<file path="config.mk">
export PLATFORM = sky130hd
export DESIGN_NAME = multitouch_contact_report_generator_flat
export DESIGN_NICKNAME = d
export VERILOG_FILES = /design/src/hdl/mcrg_pkg.sv /design/src/hdl/mcrg_if.sv /design/src/hdl/multitouch_contact_report_generator.sv /design/src/hdl/mcrg_ram.sv /design/src/hdl/mcrg_scale.sv /design/src/hdl/mcrg_order.sv /design/src/flat_wrapper.sv
export SDC_FILE = /design/constraint.sdc
export NUM_CORES = 2
export LEC_CHECK = 0
export ABC_AREA = 0
export BUFFER_PORTS_ARGS = -buffer_cell sky130_fd_sc_hd__buf_2
export CORE_MARGIN = 2
export CORE_UTILIZATION = 55
export DETAILED_ROUTE_END_ITERATION = 10
export PLACE_DENSITY = 0.73
export RECOVER_POWER = 50
export SLEW_MARGIN = 20
export SYNTH_ARGS = -nofsm -noshare
export SYNTH_HDL_FRONTEND = slang
export SYNTH_SLANG_ARGS = --single-unit
export TNS_END_PERCENT = 10
</file>
<file path="constraint.sdc">
create_clock -name clk_i -period 20.2 [get_ports clk_i]
set_input_delay 6.06 -clock clk_i [delete_from_list [all_inputs] [get_ports clk_i]]
set_output_delay 6.06 -clock clk_i [all_outputs]
set_load 0.01 [all_outputs]
</file>
<file path="src/hdl/mcrg_pkg.sv">
// ----------------------------------------------------------------------------
// mcrg_pkg
// Shared constants, codes, control structs and the full-scale divide for the
// multitouch contact report generator.
// ----------------------------------------------------------------------------
package mcrg_pkg;

  // contact table size
  localparam int MaxContacts = 10;
  localparam int SlotW       = (MaxContacts > 1) ? $clog2(MaxContacts) : 1;
  localparam int CntW        = $clog2(MaxContacts + 1);

  // field widths
  localparam int FuncW    = 1;
  localparam int ActW     = 2;
  localparam int IdW      = 8;
  localparam int PosW     = 16;
  localparam int ActCntW  = 4;
  localparam int RotW     = 2;
  localparam int ProdW    = 2 * PosW;
  localparam int CfgIdxW  = 1;
  localparam int CfgDataW = 16;
  localparam int PointW   = 2 * PosW;

  // constants
  localparam logic [PosW-1:0] FullScale   = 16'hFFFF;
  localparam logic [PosW-1:0] CoordMaxRst = 16'd32767;

  // function codes
  localparam logic [FuncW-1:0] FuncTouch   = 1'b0;
  localparam logic [FuncW-1:0] FuncRelease = 1'b1;

  // touch action codes
  localparam logic [ActW-1:0] ActDown = 2'd0;
  localparam logic [ActW-1:0] ActMove = 2'd1;
  localparam logic [ActW-1:0] ActUp   = 2'd2;

  // rotation codes
  localparam logic [RotW-1:0] Rot0   = 2'd0;
  localparam logic [RotW-1:0] Rot90  = 2'd1;
  localparam logic [RotW-1:0] Rot180 = 2'd2;
  localparam logic [RotW-1:0] Rot270 = 2'd3;

  // configuration register indexes
  localparam logic [CfgIdxW-1:0] CfgRotation = 1'd0;
  localparam logic [CfgIdxW-1:0] CfgCoordMax = 1'd1;

  // commands from the sequencer to the contact order unit
  typedef struct packed {
    logic             wr;        // mark slot valid and store key as its id
    logic             clr;       // mark slot invalid
    logic             load_all;  // walk set = all valid slots
    logic             load_oth;  // walk set = valid slots not matching key
    logic             pop;       // drop the picked slot from the walk set
    logic [SlotW-1:0] slot;
    logic [IdW-1:0]   key;
  } ord_cmd_t;

  // status from the contact order unit
  typedef struct packed {
    logic             hit;
    logic [SlotW-1:0] hit_idx;
    logic             free;
    logic [SlotW-1:0] free_idx;
    logic             any_valid;
    logic             others;
    logic             rem_any;
    logic [SlotW-1:0] pick_idx;
    logic [IdW-1:0]   pick_id;
    logic [CntW-1:0]  count;
  } ord_sts_t;

  // floor(p / 65535) for p below 2^32: p = q0*65535 + (q0 + lo)
  function automatic logic [PosW-1:0] div_full_scale(input logic [ProdW-1:0] p);
    logic [PosW:0] s;
    logic [PosW:0] q;
    s = {1'b0, p[ProdW-1:PosW]} + {1'b0, p[PosW-1:0]};
    q = {1'b0, p[ProdW-1:PosW]};
    if (s >= {1'b0, FullScale}) q = q + 1'b1;
    if (s >= {FullScale, 1'b0}) q = q + 1'b1;
    return q[PosW-1:0];
  endfunction

endpackage

</file>
<file path="src/hdl/mcrg_if.sv">
// ----------------------------------------------------------------------------
// mcrg_if
// Valid/ready channels for touch events and contact reports.
// ----------------------------------------------------------------------------
interface mcrg_evt_if;
  logic                          valid;
  logic                          ready;
  logic [mcrg_pkg::FuncW-1:0]    func;
  logic [mcrg_pkg::ActW-1:0]     action;
  logic [mcrg_pkg::IdW-1:0]      contact_id;
  logic [mcrg_pkg::PosW-1:0]     pos_x;
  logic [mcrg_pkg::PosW-1:0]     pos_y;

  modport source (output valid, func, action, contact_id, pos_x, pos_y, input ready);
  modport sink   (input valid, func, action, contact_id, pos_x, pos_y, output ready);
endinterface

interface mcrg_rpt_if;
  logic                          valid;
  logic                          ready;
  logic                          tip;
  logic [mcrg_pkg::IdW-1:0]      report_id;
  logic [mcrg_pkg::PosW-1:0]     hid_x;
  logic [mcrg_pkg::PosW-1:0]     hid_y;
  logic [mcrg_pkg::ActCntW-1:0]  active_count;
  logic                          last;

  modport source (output valid, tip, report_id, hid_x, hid_y, active_count, last,
                  input ready);
  modport sink   (input valid, tip, report_id, hid_x, hid_y, active_count, last,
                  output ready);
endinterface

</file>
<file path="src/hdl/multitouch_contact_report_generator.sv">
// ----------------------------------------------------------------------------
// multitouch_contact_report_generator
// Turns touch events into hid contact reports and keeps the active contact
// table; contact points live in a small ram, ids and valid flags in flops.
//
//   channel  dir  handshake     payload
//   evt_i    in   valid/ready   func, action, contact_id, pos_x, pos_y
//   rpt_o    out  valid/ready   tip, report_id, hid_x, hid_y, active_count, last
//   cfg      in   cfg_we_i      cfg_idx_i, cfg_data_i (rotation, coord_max)
//
// A touch event reaches its first report through accept, multiply, divide,
// table update and report, then each further contact takes a point ram read
// and a report load. Release-all takes a read and a load per contact.
// One event is in flight at a time; evt_i.ready is high only while idle.
// A stalled rpt_o holds the sequencer in the report-load step.
// Reset empties the table and restores rotation 0 and coord_max 32767.
// ----------------------------------------------------------------------------
module multitouch_contact_report_generator (
  input  logic                          clk_i,
  input  logic                          rst_ni,
  input  logic                          cfg_we_i,
  input  logic [mcrg_pkg::CfgIdxW-1:0]  cfg_idx_i,
  input  logic [mcrg_pkg::CfgDataW-1:0] cfg_data_i,
  mcrg_evt_if.sink                      evt_i,
  mcrg_rpt_if.source                    rpt_o
);

  localparam logic [2:0] S_IDLE     = 3'd0;
  localparam logic [2:0] S_SCALE    = 3'd1;
  localparam logic [2:0] S_UPD      = 3'd2;
  localparam logic [2:0] S_HEAD     = 3'd3;
  localparam logic [2:0] S_WALK_RD  = 3'd4;
  localparam logic [2:0] S_WALK_OUT = 3'd5;

  logic [2:0]                    state_q, state_d;
  logic [mcrg_pkg::RotW-1:0]     rot_q;
  logic [mcrg_pkg::PosW-1:0]     cmax_q;
  logic [mcrg_pkg::ActW-1:0]     act_q;
  logic [mcrg_pkg::IdW-1:0]      cur_id_q;
  logic                          rel_q, rel_d;
  logic [mcrg_pkg::IdW-1:0]      rid_q, rid_d;

  logic                          evt_fire, scale_start, scale_done;
  logic [mcrg_pkg::PosW-1:0]     hid_x, hid_y;

  mcrg_pkg::ord_cmd_t            cmd;
  mcrg_pkg::ord_sts_t            sts;

  logic                          ram_we, ram_re;
  logic [mcrg_pkg::PointW-1:0]   ram_rdata;

  logic                          out_valid_q, out_free, ld;
  logic                          ld_tip, ld_last;
  logic [mcrg_pkg::IdW-1:0]      ld_id;
  logic [mcrg_pkg::PosW-1:0]     ld_x, ld_y;
  logic                          tip_q, last_q;
  logic [mcrg_pkg::IdW-1:0]      rpt_id_q;
  logic [mcrg_pkg::PosW-1:0]     hx_q, hy_q;
  logic [mcrg_pkg::ActCntW-1:0]  cnt_q;

  assign evt_i.ready = (state_q == S_IDLE);
  assign evt_fire    = evt_i.valid && evt_i.ready;
  assign scale_start = evt_fire && (evt_i.func == mcrg_pkg::FuncTouch) &&
                       (evt_i.action == mcrg_pkg::ActDown ||
                        evt_i.action == mcrg_pkg::ActMove ||
                        evt_i.action == mcrg_pkg::ActUp);
  assign out_free    = !out_valid_q || rpt_o.ready;

  // configuration registers
  always_ff @(posedge clk_i or negedge rst_ni) begin
    if (!rst_ni) begin
      rot_q  <= mcrg_pkg::Rot0;
      cmax_q <= mcrg_pkg::CoordMaxRst;
    end else if (cfg_we_i) begin
      unique case (cfg_idx_i)
        mcrg_pkg::CfgRotation: rot_q  <= cfg_data_i[mcrg_pkg::RotW-1:0];
        mcrg_pkg::CfgCoordMax: cmax_q <= cfg_data_i[mcrg_pkg::PosW-1:0];
        default: ;
      endcase
    end
  end

  // position scaling
  mcrg_scale u_scale (
    .clk_i       (clk_i),
    .rst_ni      (rst_ni),
    .start_i     (scale_start),
    .rot_i       (rot_q),
    .coord_max_i (cmax_q),
    .pos_x_i     (evt_i.pos_x),
    .pos_y_i     (evt_i.pos_y),
    .done_o      (scale_done),
    .hid_x_o     (hid_x),
    .hid_y_o     (hid_y)
  );

  // contact ids, valid flags and walk order
  mcrg_order u_order (
    .clk_i  (clk_i),
    .rst_ni (rst_ni),
    .cmd_i  (cmd),
    .sts_o  (sts)
  );

  // stored contact points
  mcrg_ram #(
    .Depth (mcrg_pkg::MaxContacts),
    .Width (mcrg_pkg::PointW)
  ) u_point_ram (
    .clk_i   (clk_i),
    .we_i    (ram_we),
    .waddr_i (cmd.slot),
    .wdata_i ({hid_x, hid_y}),
    .re_i    (ram_re),
    .raddr_i (sts.pick_idx),
    .rdata_o (ram_rdata)
  );

  // sequencer
  always_comb begin
    state_d  = state_q;
    rel_d    = rel_q;
    rid_d    = rid_q;
    cmd      = '0;
    cmd.key  = cur_id_q;
    ram_we   = 1'b0;
    ram_re   = 1'b0;
    ld       = 1'b0;
    ld_tip   = 1'b1;
    ld_id    = cur_id_q;
    ld_x     = hid_x;
    ld_y     = hid_y;
    ld_last  = 1'b1;
    unique case (state_q)
      S_IDLE: begin
        if (evt_fire) begin
          if (evt_i.func == mcrg_pkg::FuncRelease) begin
            if (sts.any_valid) begin
              cmd.load_all = 1'b1;
              rel_d        = 1'b1;
              state_d      = S_WALK_RD;
            end
          end else if (scale_start) begin
            state_d = S_SCALE;
          end
        end
      end
      S_SCALE: begin
        if (scale_done) state_d = S_UPD;
      end
      S_UPD: begin
        if (act_q == mcrg_pkg::ActUp) begin
          cmd.clr  = sts.hit;
          cmd.slot = sts.hit_idx;
        end else begin
          cmd.wr   = sts.hit || sts.free;
          cmd.slot = sts.hit ? sts.hit_idx : sts.free_idx;
          ram_we   = sts.hit || sts.free;
        end
        state_d = S_HEAD;
      end
      S_HEAD: begin
        if (out_free) begin
          ld      = 1'b1;
          ld_tip  = (act_q != mcrg_pkg::ActUp);
          ld_last = (act_q == mcrg_pkg::ActMove) || !sts.others;
          if (!ld_last) begin
            cmd.load_oth = 1'b1;
            rel_d        = 1'b0;
            state_d      = S_WALK_RD;
          end else begin
            state_d = S_IDLE;
          end
        end
      end
      S_WALK_RD: begin
        cmd.pop  = 1'b1;
        cmd.clr  = rel_q;
        cmd.slot = sts.pick_idx;
        ram_re   = 1'b1;
        rid_d    = sts.pick_id;
        state_d  = S_WALK_OUT;
      end
      S_WALK_OUT: begin
        if (out_free) begin
          ld      = 1'b1;
          ld_tip  = !rel_q;
          ld_id   = rid_q;
          ld_x    = ram_rdata[mcrg_pkg::PointW-1:mcrg_pkg::PosW];
          ld_y    = ram_rdata[mcrg_pkg::PosW-1:0];
          ld_last = !sts.rem_any;
          state_d = sts.rem_any ? S_WALK_RD : S_IDLE;
        end
      end
      default: state_d = S_IDLE;
    endcase
  end

  // sequencer state
  always_ff @(posedge clk_i or negedge rst_ni) begin
    if (!rst_ni) begin
      state_q <= S_IDLE;
      rel_q   <= 1'b0;
    end else begin
      state_q <= state_d;
      rel_q   <= rel_d;
    end
  end

  // event fields and walk id
  always_ff @(posedge clk_i) begin
    if (evt_fire) begin
      act_q    <= evt_i.action;
      cur_id_q <= evt_i.contact_id;
    end
    rid_q <= rid_d;
  end

  // report output register
  always_ff @(posedge clk_i or negedge rst_ni) begin
    if (!rst_ni) begin
      out_valid_q <= 1'b0;
    end else if (ld) begin
      out_valid_q <= 1'b1;
    end else if (rpt_o.ready) begin
      out_valid_q <= 1'b0;
    end
  end

  always_ff @(posedge clk_i) begin
    if (ld) begin
      tip_q    <= ld_tip;
      rpt_id_q <= ld_id;
      hx_q     <= ld_x;
      hy_q     <= ld_y;
      cnt_q    <= mcrg_pkg::ActCntW'(sts.count);
      last_q   <= ld_last;
    end
  end

  assign rpt_o.valid        = out_valid_q;
  assign rpt_o.tip          = tip_q;
  assign rpt_o.report_id    = rpt_id_q;
  assign rpt_o.hid_x        = hx_q;
  assign rpt_o.hid_y        = hy_q;
  assign rpt_o.active_count = cnt_q;
  assign rpt_o.last         = last_q;

  // a walk step always has a contact to pick
  a_walk_has_pick: assert property (@(posedge clk_i) disable iff (!rst_ni)
    (state_q == S_WALK_RD) |-> sts.rem_any)
    else $error("walk step with empty walk set");

  // scaled point arrives only while the sequencer waits for it
  a_scale_in_wait: assert property (@(posedge clk_i) disable iff (!rst_ni)
    scale_done |-> (state_q == S_SCALE))
    else $error("scaled point arrived outside the scale wait");

  // report load of a walk always follows its ram read
  a_walk_after_read: assert property (@(posedge clk_i) disable iff (!rst_ni)
    (state_q == S_WALK_OUT) |->
      ($past(state_q) == S_WALK_RD || $past(state_q) == S_WALK_OUT))
    else $error("walk report without a point read");

endmodule

</file>
<file path="src/hdl/mcrg_ram.sv">
// ----------------------------------------------------------------------------
// mcrg_ram
// Simple dual-port RAM, one write and one registered read per cycle.
// ----------------------------------------------------------------------------
module mcrg_ram #(
  parameter int Depth = 10,
  parameter int Width = 32,
  localparam int AddrW = (Depth > 1) ? $clog2(Depth) : 1
) (
  input  logic             clk_i,
  input  logic             we_i,
  input  logic [AddrW-1:0] waddr_i,
  input  logic [Width-1:0] wdata_i,
  input  logic             re_i,
  input  logic [AddrW-1:0] raddr_i,
  output logic [Width-1:0] rdata_o
);

  logic [Width-1:0] mem_q [Depth];
  logic [Width-1:0] rdata_q;

  // write port
  always_ff @(posedge clk_i) begin
    if (we_i) mem_q[waddr_i] <= wdata_i;
  end

  // read port
  always_ff @(posedge clk_i) begin
    if (re_i) rdata_q <= mem_q[raddr_i];
  end

  assign rdata_o = rdata_q;

endmodule

</file>
<file path="src/hdl/mcrg_scale.sv">
// ----------------------------------------------------------------------------
// mcrg_scale
// Rotates a display position and scales it to the hid range in two stages:
// multiply by coord_max, then divide by full scale.
// ----------------------------------------------------------------------------
module mcrg_scale (
  input  logic                       clk_i,
  input  logic                       rst_ni,
  input  logic                       start_i,
  input  logic [mcrg_pkg::RotW-1:0]  rot_i,
  input  logic [mcrg_pkg::PosW-1:0]  coord_max_i,
  input  logic [mcrg_pkg::PosW-1:0]  pos_x_i,
  input  logic [mcrg_pkg::PosW-1:0]  pos_y_i,
  output logic                       done_o,
  output logic [mcrg_pkg::PosW-1:0]  hid_x_o,
  output logic [mcrg_pkg::PosW-1:0]  hid_y_o
);

  logic [mcrg_pkg::PosW-1:0]  rx, ry;
  logic [mcrg_pkg::ProdW-1:0] prod_x_d, prod_y_d;
  logic [mcrg_pkg::ProdW-1:0] prod_x_q, prod_y_q;
  logic [mcrg_pkg::PosW-1:0]  hid_x_q, hid_y_q;
  logic                       stg1_q, done_q;

  // display rotation
  always_comb begin
    case (rot_i)
      mcrg_pkg::Rot90: begin
        rx = pos_y_i;
        ry = mcrg_pkg::FullScale - pos_x_i;
      end
      mcrg_pkg::Rot180: begin
        rx = mcrg_pkg::FullScale - pos_x_i;
        ry = mcrg_pkg::FullScale - pos_y_i;
      end
      mcrg_pkg::Rot270: begin
        rx = mcrg_pkg::FullScale - pos_y_i;
        ry = pos_x_i;
      end
      default: begin
        rx = pos_x_i;
        ry = pos_y_i;
      end
    endcase
  end

  assign prod_x_d = rx * coord_max_i;
  assign prod_y_d = ry * coord_max_i;

  // stage control
  always_ff @(posedge clk_i or negedge rst_ni) begin
    if (!rst_ni) begin
      stg1_q <= 1'b0;
      done_q <= 1'b0;
    end else begin
      stg1_q <= start_i;
      done_q <= stg1_q;
    end
  end

  // product and quotient registers
  always_ff @(posedge clk_i) begin
    if (start_i) begin
      prod_x_q <= prod_x_d;
      prod_y_q <= prod_y_d;
    end
    if (stg1_q) begin
      hid_x_q <= mcrg_pkg::div_full_scale(prod_x_q);
      hid_y_q <= mcrg_pkg::div_full_scale(prod_y_q);
    end
  end

  assign done_o  = done_q;
  assign hid_x_o = hid_x_q;
  assign hid_y_o = hid_y_q;

endmodule

</file>
<file path="src/hdl/mcrg_order.sv">
// ----------------------------------------------------------------------------
// mcrg_order
// Contact ids and valid flags, id lookup, free slot search and the
// ascending-id walk over a set of slots.
// ----------------------------------------------------------------------------
module mcrg_order (
  input  logic               clk_i,
  input  logic               rst_ni,
  input  mcrg_pkg::ord_cmd_t cmd_i,
  output mcrg_pkg::ord_sts_t sts_o
);

  localparam int N = mcrg_pkg::MaxContacts;

  logic [N-1:0]                 valid_q;
  logic [mcrg_pkg::IdW-1:0]     id_q [N];
  logic [N-1:0][N-1:0]          lt_q;
  logic [N-1:0][N-1:0]          lt_d;
  logic [N-1:0]                 rem_q;
  logic [N-1:0]                 hit_vec;
  logic [N-1:0]                 sel;
  logic [mcrg_pkg::SlotW-1:0]   hit_idx, free_idx, pick_idx;
  logic [mcrg_pkg::IdW-1:0]     pick_id;
  logic [mcrg_pkg::CntW-1:0]    count;

  // id lookup against the key
  always_comb begin
    for (int i = 0; i < N; i++) begin
      hit_vec[i] = valid_q[i] && (id_q[i] == cmd_i.key);
    end
  end

  // pairwise id order, registered
  always_comb begin
    for (int i = 0; i < N; i++) begin
      for (int j = 0; j < N; j++) begin
        lt_d[i][j] = id_q[i] < id_q[j];
      end
    end
  end

  // smallest id of the walk set
  always_comb begin
    for (int i = 0; i < N; i++) begin
      sel[i] = rem_q[i];
      for (int j = 0; j < N; j++) begin
        if (j != i && rem_q[j] && !lt_q[i][j]) sel[i] = 1'b0;
      end
    end
  end

  // encoders and count
  always_comb begin
    hit_idx  = '0;
    pick_idx = '0;
    pick_id  = '0;
    free_idx = '0;
    count    = '0;
    for (int i = 0; i < N; i++) begin
      if (hit_vec[i]) hit_idx = hit_idx | mcrg_pkg::SlotW'(i);
      if (sel[i]) begin
        pick_idx = pick_idx | mcrg_pkg::SlotW'(i);
        pick_id  = pick_id | id_q[i];
      end
      count = count + mcrg_pkg::CntW'(valid_q[i]);
    end
    for (int i = N - 1; i >= 0; i--) begin
      if (!valid_q[i]) free_idx = mcrg_pkg::SlotW'(i);
    end
  end

  // valid flags, walk set and order matrix
  always_ff @(posedge clk_i or negedge rst_ni) begin
    if (!rst_ni) begin
      valid_q <= '0;
      rem_q   <= '0;
      lt_q    <= '0;
    end else begin
      lt_q <= lt_d;
      if (cmd_i.wr)  valid_q[cmd_i.slot] <= 1'b1;
      if (cmd_i.clr) valid_q[cmd_i.slot] <= 1'b0;
      if (cmd_i.load_all) begin
        rem_q <= valid_q;
      end else if (cmd_i.load_oth) begin
        rem_q <= valid_q & ~hit_vec;
      end else if (cmd_i.pop) begin
        rem_q <= rem_q & ~sel;
      end
    end
  end

  // contact ids
  always_ff @(posedge clk_i) begin
    if (cmd_i.wr) id_q[cmd_i.slot] <= cmd_i.key;
  end

  assign sts_o.hit       = |hit_vec;
  assign sts_o.hit_idx   = hit_idx;
  assign sts_o.free      = ~&valid_q;
  assign sts_o.free_idx  = free_idx;
  assign sts_o.any_valid = |valid_q;
  assign sts_o.others    = |(valid_q & ~hit_vec);
  assign sts_o.rem_any   = |rem_q;
  assign sts_o.pick_idx  = pick_idx;
  assign sts_o.pick_id   = pick_id;
  assign sts_o.count     = count;

  // walk set only holds live contacts
  a_rem_in_valid: assert property (@(posedge clk_i) disable iff (!rst_ni)
    (rem_q & ~valid_q) == '0)
    else $error("walk set holds an invalid slot");

  // exactly one smallest id while walking
  a_pick_onehot: assert property (@(posedge clk_i) disable iff (!rst_ni)
    (rem_q != '0) |-> $onehot(sel))
    else $error("walk pick is not unique");

endmodule

</file>
<file path="src/flat_wrapper.sv">
// flat-port wrapper written by rule: the top's interface ports become plain ports
module multitouch_contact_report_generator_flat 
  (clk_i, rst_ni, cfg_we_i, cfg_idx_i, cfg_data_i, evt_i_valid, evt_i_func, evt_i_action, evt_i_contact_id, evt_i_pos_x, evt_i_pos_y, evt_i_ready, rpt_o_valid, rpt_o_tip, rpt_o_report_id, rpt_o_hid_x, rpt_o_hid_y, rpt_o_active_count, rpt_o_last, rpt_o_ready);
  mcrg_evt_if evt_i_i ();
  mcrg_rpt_if rpt_o_i ();
  input  logic clk_i;
  input  logic rst_ni;
  input  logic cfg_we_i;
  input  logic [mcrg_pkg::CfgIdxW-1:0] cfg_idx_i;
  input  logic [mcrg_pkg::CfgDataW-1:0] cfg_data_i;
  input wire logic [$bits(evt_i_i.valid)-1:0] evt_i_valid;
  input wire logic [$bits(evt_i_i.func)-1:0] evt_i_func;
  input wire logic [$bits(evt_i_i.action)-1:0] evt_i_action;
  input wire logic [$bits(evt_i_i.contact_id)-1:0] evt_i_contact_id;
  input wire logic [$bits(evt_i_i.pos_x)-1:0] evt_i_pos_x;
  input wire logic [$bits(evt_i_i.pos_y)-1:0] evt_i_pos_y;
  output wire logic [$bits(evt_i_i.ready)-1:0] evt_i_ready;
  output wire logic [$bits(rpt_o_i.valid)-1:0] rpt_o_valid;
  output wire logic [$bits(rpt_o_i.tip)-1:0] rpt_o_tip;
  output wire logic [$bits(rpt_o_i.report_id)-1:0] rpt_o_report_id;
  output wire logic [$bits(rpt_o_i.hid_x)-1:0] rpt_o_hid_x;
  output wire logic [$bits(rpt_o_i.hid_y)-1:0] rpt_o_hid_y;
  output wire logic [$bits(rpt_o_i.active_count)-1:0] rpt_o_active_count;
  output wire logic [$bits(rpt_o_i.last)-1:0] rpt_o_last;
  input wire logic [$bits(rpt_o_i.ready)-1:0] rpt_o_ready;
  assign evt_i_i.valid = evt_i_valid;
  assign evt_i_i.func = evt_i_func;
  assign evt_i_i.action = evt_i_action;
  assign evt_i_i.contact_id = evt_i_contact_id;
  assign evt_i_i.pos_x = evt_i_pos_x;
  assign evt_i_i.pos_y = evt_i_pos_y;
  assign evt_i_ready = evt_i_i.ready;
  assign rpt_o_valid = rpt_o_i.valid;
  assign rpt_o_tip = rpt_o_i.tip;
  assign rpt_o_report_id = rpt_o_i.report_id;
  assign rpt_o_hid_x = rpt_o_i.hid_x;
  assign rpt_o_hid_y = rpt_o_i.hid_y;
  assign rpt_o_active_count = rpt_o_i.active_count;
  assign rpt_o_last = rpt_o_i.last;
  assign rpt_o_i.ready = rpt_o_ready;
  multitouch_contact_report_generator u_core (.clk_i(clk_i), .rst_ni(rst_ni), .cfg_we_i(cfg_we_i), .cfg_idx_i(cfg_idx_i), .cfg_data_i(cfg_data_i), .evt_i(evt_i_i), .rpt_o(rpt_o_i));
endmodule
</file>
# == Word level (Yosys, flattened, before mapping) ==
# Memory sizes are Yosys's and may differ from the RTL's. A register that Yosys moved wholly into a read port is not among the register bits.
# Index checks and enable logic that the tools add are counted.
# classes
bitwise_logic,18
reduce_logical,219
eq_ne,32
muxes,192
n_addsub,17
n_lt_le_gt_ge,105
n_mul,2
# ops
cell,count
< comparator 8 bit,99
two-way mux 16 bit,10
two-way mux 1 bit,119
logical AND 1 bit,104
two-way mux 8 bit,12
case mux 16 bit (3 select lines),2
zero test 1 bit,95
== test 8 bit,10
OR 8 bit,9
adder 16 x 1 -> 16 bit (second input constant),4
multiplier 16 x 16 -> 32 bit,2
two-way mux 4 bit,16
two-way mux 3 bit,17
two-way mux 10 bit,5
OR reduction 10 bit,4
adder 16 x 16 -> 17 bit,2
>= comparator 17 x 16 -> 1 bit (second input constant),2
>= comparator 17 bit (second input constant),2
subtractor 16 bit (first input constant),2
AND 10 bit,3
NOT 10 bit,3
adder 4 x 1 -> 4 bit,6
case mux 3 bit (6 select lines),1
inequality test 2 bit (second input constant),6
other kinds (27),50
# totals
mem_count,2
register_bits,304
mem_bits_rw,400
# memory_table
memory,depth,width,read_ports,rd_clocked_by_memory_dff,wr,line_no,source
u_core.u_point_ram.mem_q,10,32,1,1,1,mcrg_ram.sv:19,logic [Width-1:0] mem_q [Depth];
u_core.u_order.id_q,10,8,10,0,1,mcrg_order.sv:16,logic [mcrg_pkg::IdW-1:0] id_q [N];

# == Depth between registers and ports, before layout ==
# logic_depth
ltp_word,30
mapped_depth,31
ltp_nobuf,28

# == Hierarchy ==
# From an unflattened synthesis, not the netlist that was laid out.
# hier_totals
cells_unflattened,5156
area_unflattened_um2,57505.2
# by_module_without_submodules
module,cells_per_inst,area_each_um2,seq_area_each_um2,instances
mcrg_scale,2630,23740.3,2932.8,1
mcrg_order,1608,16507.1,5154.9,1
mcrg_ram,698,13610.6,10570.1,1
multitouch_contact_report_generator,220,3647.2,2516.2,1

# == Least setup slack after synthesis ==
# No wires, ideal clock.
# synth_path
path_type,in2reg
startpoint,input port evt_i_pos_x[10]
endpoint,register u_core.u_scale.prod_y_q[31] in the netlist's numbering (data pin)
slack_ns,7.225
path_stages,27
n_path_buf,1
arrival_time_ns,12.716
t_required_ns,19.941
cell_sequence,inv_1 > mux2i_1 > xnor2_1 > clkbuf_1 > nand2_1 > fa_1 > fa_1 > fa_1 > fa_1 > inv_1 > fa_1 > inv_1 > fa_1 > inv_1 > ha_1 > a21o_1 > a21o_1 > a21oi_1 > nor2b_1 > a211o_1 > a22o_1 > o41ai_2 > o21ai_1 > o41a_1 > a311oi_1 > a21oi_1 > xnor2_1
# synth_via
elab_chain_cells,3
# synth_lines
item,line_no,source
from (decl),flat_wrapper.sv:15,input wire logic [$bits(evt_i_i.pos_x)-1:0] evt_i_pos_x;
subtractor 16 bit,mcrg_scale.sv:30,ry = mcrg_pkg::FullScale - pos_x_i;
case mux 16 bit (3 select lines) *,mcrg_scale.sv:27,case (rot_i)
multiplier 16 x 16 -> 32 bit *,mcrg_scale.sv:48,assign prod_y_d = ry * coord_max_i;
"named net u_core.u_scale.prod_y_d, one bit",mcrg_scale.sv:20,"logic [mcrg_pkg::ProdW-1:0] prod_x_d, prod_y_d;"
to (signal assigned),mcrg_scale.sv:65,prod_y_q <= prod_y_d;
to (decl),mcrg_scale.sv:21,"logic [mcrg_pkg::ProdW-1:0] prod_x_q, prod_y_q;"
# The timed path passes the listed nets; every way through them passes the cells marked *.
# A chain may end at the register's enable or synchronous reset.

# == Worst setup path after layout ==
# Ends and elaborated chain as after synthesis.

==> results summary <==
The flow ran to the end, but the final reports show violations. The final reports fail on max-capacitance violations, max-slew violations. The height of the chip is 325 um. STA puts the critical path data required time at 20.57 ns. The synthesized netlist occupies a cell area of 56700 sq um. The total number of clock tree sinks came out at 727. The arrival time at the worst endpoint is 13.07 ns. The primary flip-flop cell chosen by synthesis mapping is edfxtp_1. Sequential elements use 37.3% of the synthesized area.

The initial antenna violation count was 5. The basic-gate share of the synthesized area counting and, or, nand and nor cells came out at 15.0%. In this run the post-CTS setup repair buffer count came out at 0. The largest driver fanout on the critical path came out at 16. The number of global-route vias before repair is 41500. Dividing the detail-routed via count by the number of cells gives 6.06. The count of endpoints failing hold in the final timing report is 0.

The share of synthesized registers carrying an async set or reset came out at 18.6%. STA classifies the critical path endpoint as a flip-flop. The number of hold-repair buffers added at the cts stage came out at 0. The HPWL after detailed placement is 106000 um. The number of nets in the layout is 6493. The overall routed net length is 152000 um. The final global-route overflow total came out at 0. In this run the tool buffered the top-level ports with 112 buffer cells. The share of synthesized area spent on multiplexers came out at 1.89%.

The via count of the routed design is 41600. By instance count, the cell type seen most on the critical path is fa_1. The share of the synthesized area in compound gates (AO/OA/AOI/OAI) came out at 9.54%. The highest clock frequency the design can meet came out at 78.8 MHz. The area growth from synthesis to layout is 8.12%.

The relative max-transition margin is -155%. The number of enable-type register cells in the synthesized netlist came out at 592. After synthesis, the largest family of logic cells by area is adder cells. The number of diodes added for antenna fixing came out at 0. The average wire length per cell after detail routing is 22.2 um. 113 I/O pins were placed. The maximum level of the CTS H-tree is 3. The total nets after synthesis came out at 6439. In the layout the commonest cells are 645 x nand2_1, 608 x ha_1, 592 x edfxtp_1, 583 x inv_1, 396 x fa_1. The setup-violating endpoint count in the final report is 0. The worst setup skew after layout is 0.0443 ns. The global placer's final weighted congestion came out at 0.987. The post-layout minimum cycle time is 12.70 ns. The number of standard cells after synthesis is 5370. The layout cell share with drive strength beyond 1 came out at 7.33%.

Yosys printed 0 warnings. The TritonCTS clock tree is built. The critical path in this run is classified as input pin to flip-flop.

Broken down by cell family, the worst path's largest delay share belongs to adder cells. Setup repair after global routing left no endpoint under its margin. The chip width came out at 325 um. The slew at the pin closest to its max-slew limit is 3.82 ns. The remaining design rule violation count is 0. The slowest stage of the critical path is the fa_1 cell. The mean area per synthesized cell is 10.6 sq um. The number of flip-flops and latches in the synthesized netlist is 727. The sequential cell area is 21200 sq um.

The number of resized instances in the post-cts repair step came out at 0. The deepest clock path buffer count came out at 3. The clock slew at the register clock pins of the worst setup and hold paths is 0.06 ns. Leaving out fill and tap cells, the most frequent cell in the layout is nand2_1.

The initial core utilization is 55.6%. After filler insertion, the fill cell instance count of the layout stands at 8238. The global-route wire length before repair came out at 238000 um.

The number of buffers and inverters on the critical path came out at 6. The placement row count is 117. The class of the most critical hold timing path is flip-flop to flip-flop.

Once detail routing completed, the nets flagged for antenna violations numbered 0. The number of different library cells in the post-synthesis netlist is 93. In the final layout, the multi-input gates occupy 32600 sq um. The post-route clock period utilization came out at 62.9%. The floorplan step defined a die boundary enclosing 106000 sq um. The first routing iteration left 4045 violations. The critical path's largest stage delay is 0.57 ns.

The number of optimization iterations in the first detailed-route pass came out at 6. The synthesized netlist devotes 3.51% of its cell area to XOR and XNOR gates. The cell at the root of the clock tree is clkbuf_16. The area of the core is 102000 sq um. The adder-cell share of the synthesized area came out at 27.4%. The worst setup path is launched from an input pin.

The overall routing resource usage came out at 28.8%. The final-report max-slew violation count came to 481. Max-cap violations in this run came to 14. The largest net degree at the start of global routing is 97. The source-to-sink clock delay at the later pin of the worst-skew pair came out at 0.66 ns. The CTS buffer count came out at 77. The final-layout setup total negative slack is 0 ns.
[cells in the mapped netlist (all sizes together) (120+ instances only)]
| cell type | count | area share [%] |
|---|---|---|
| a21o | 129 | 1.7 |
| a21oi | 169 | 1.5 |
| and2 | 277 | 3.1 |
| clkbuf | 178 | 1.2 |
| dfrtp | 120 | 5.3 |
| edfxtp | 592 | 31 |
| fa | 396 | 14 |
| ha | 608 | 13 |
| inv | 585 | 3.9 |
| nand2 | 645 | 4.3 |
| nand4 | 126 | 1.4 |
| nor2 | 234 | 1.5 |
| xnor2 | 145 | 2.2 |
[state kept, by name (all words and copies together) (netlist names), 2 cells and up]
name	count
u_core.u_scale.prod_y_q	32
u_core.rpt_o.report_id	8
u_core.u_scale.prod_x_q	32
u_core.rpt_o.active_count	4
u_core.u_order.id_q	80
u_core.u_order.lt_q	90
u_core.cmax_q	16
u_core.rot_q	2
u_core.u_order.valid_q	10
u_core.cur_id_q	8
u_core.u_scale.hid_x_o	16
u_core.u_scale.hid_y_o	16
u_core.rid_q	8
u_core.rpt_o.hid_x	16
u_core.state_q	3
u_core.act_q	2
u_core.u_order.rem_q	10
u_core.u_point_ram.mem_q	320
u_core.rpt_o.hid_y	16
u_core.u_point_ram.rdata_o	32
[metrics by stage]
stage          instance area, sq um  util, %  hold WS [ns]  setup slack (ns)  cells
4_1_cts                       61500     60.3         0.547              7.49   6855
2_1_floorplan                 56700        -         0.491              7.23   5370
5_1_grt                       61300     60.1         0.573              7.07   6855
6_report                      61300     60.1         0.541              7.50   6855
3_5_place_dp                  58900     57.7         0.536              6.80   6713
3_3_place_gp                  58900     57.7         0.527              6.91   6713
[path summary, 6_finish.rpt]
check | startpoint | endpoint | slack (ns) | depth (start not counted)
max | evt_i_pos_x[10] | u_core.u_scale.prod_y_q[31]$_DFFE_PP_ | 7.50 | 28
min | u_core.u_point_ram.rdata_o[8]$_DFFE_PN_ | u_core.rpt_o.hid_y[8]$_DFFE_PP_ | 0.54 | 1
max reg2reg | u_core.u_order.rem_q[4]$_DFFE_PN0P_ | u_core.u_point_ram.mem_q[8][8]$_DFFE_PP_ | 10.81 | 11
min reg2reg | u_core.u_point_ram.rdata_o[8]$_DFFE_PN_ | u_core.rpt_o.hid_y[8]$_DFFE_PP_ | 0.54 | 1
max in group asynchronous | rst_ni | u_core.u_order.rem_q[3]$_DFFE_PN0P_ | 13.30 | 2
min in group asynchronous | rst_ni | u_core.cmax_q[15]$_DFFE_PN0P_ | 5.45 | 1
[routing by layer]
metal | global-route usage [%] | vias to the layer above | wire, um
li1 | - | 18700 | -
met1 | 40.3 | 20400 | 63500
met2 | 45.9 | 1999 | 69000
met3 | 5.14 | 378 | 14300
met4 | 8.90 | 6 | 5070
met5 | 0 | - | 42
[cell families (layout without fill, tap and decap cells)]
kind of cell / Yosys count / after routing
xor+xnor: 227 / 227
buf+inv: 800 / 917
compound gates: 794 / 794
mux: 99 / 99
simple gates: 1719 / 1719
fa+ha+maj: 1004 / 1004
flops: 727 / 727
[final cells by class]
class / count / area share, %
Clock buffer: 90 / 3.26
Clock inverter: 52 / 0.994
Inverter: 593 / 3.63
Multi-Input combinational cell: 3843 / 53.1
Sequential cell: 727 / 34.5
Tap cell: 1368 / 2.79
Timing Repair Buffer: 182 / 1.70
Power is left out: the tool's default activity adds up to more than one toggle a clock period on the data nets, which glitch-free logic cannot reach.
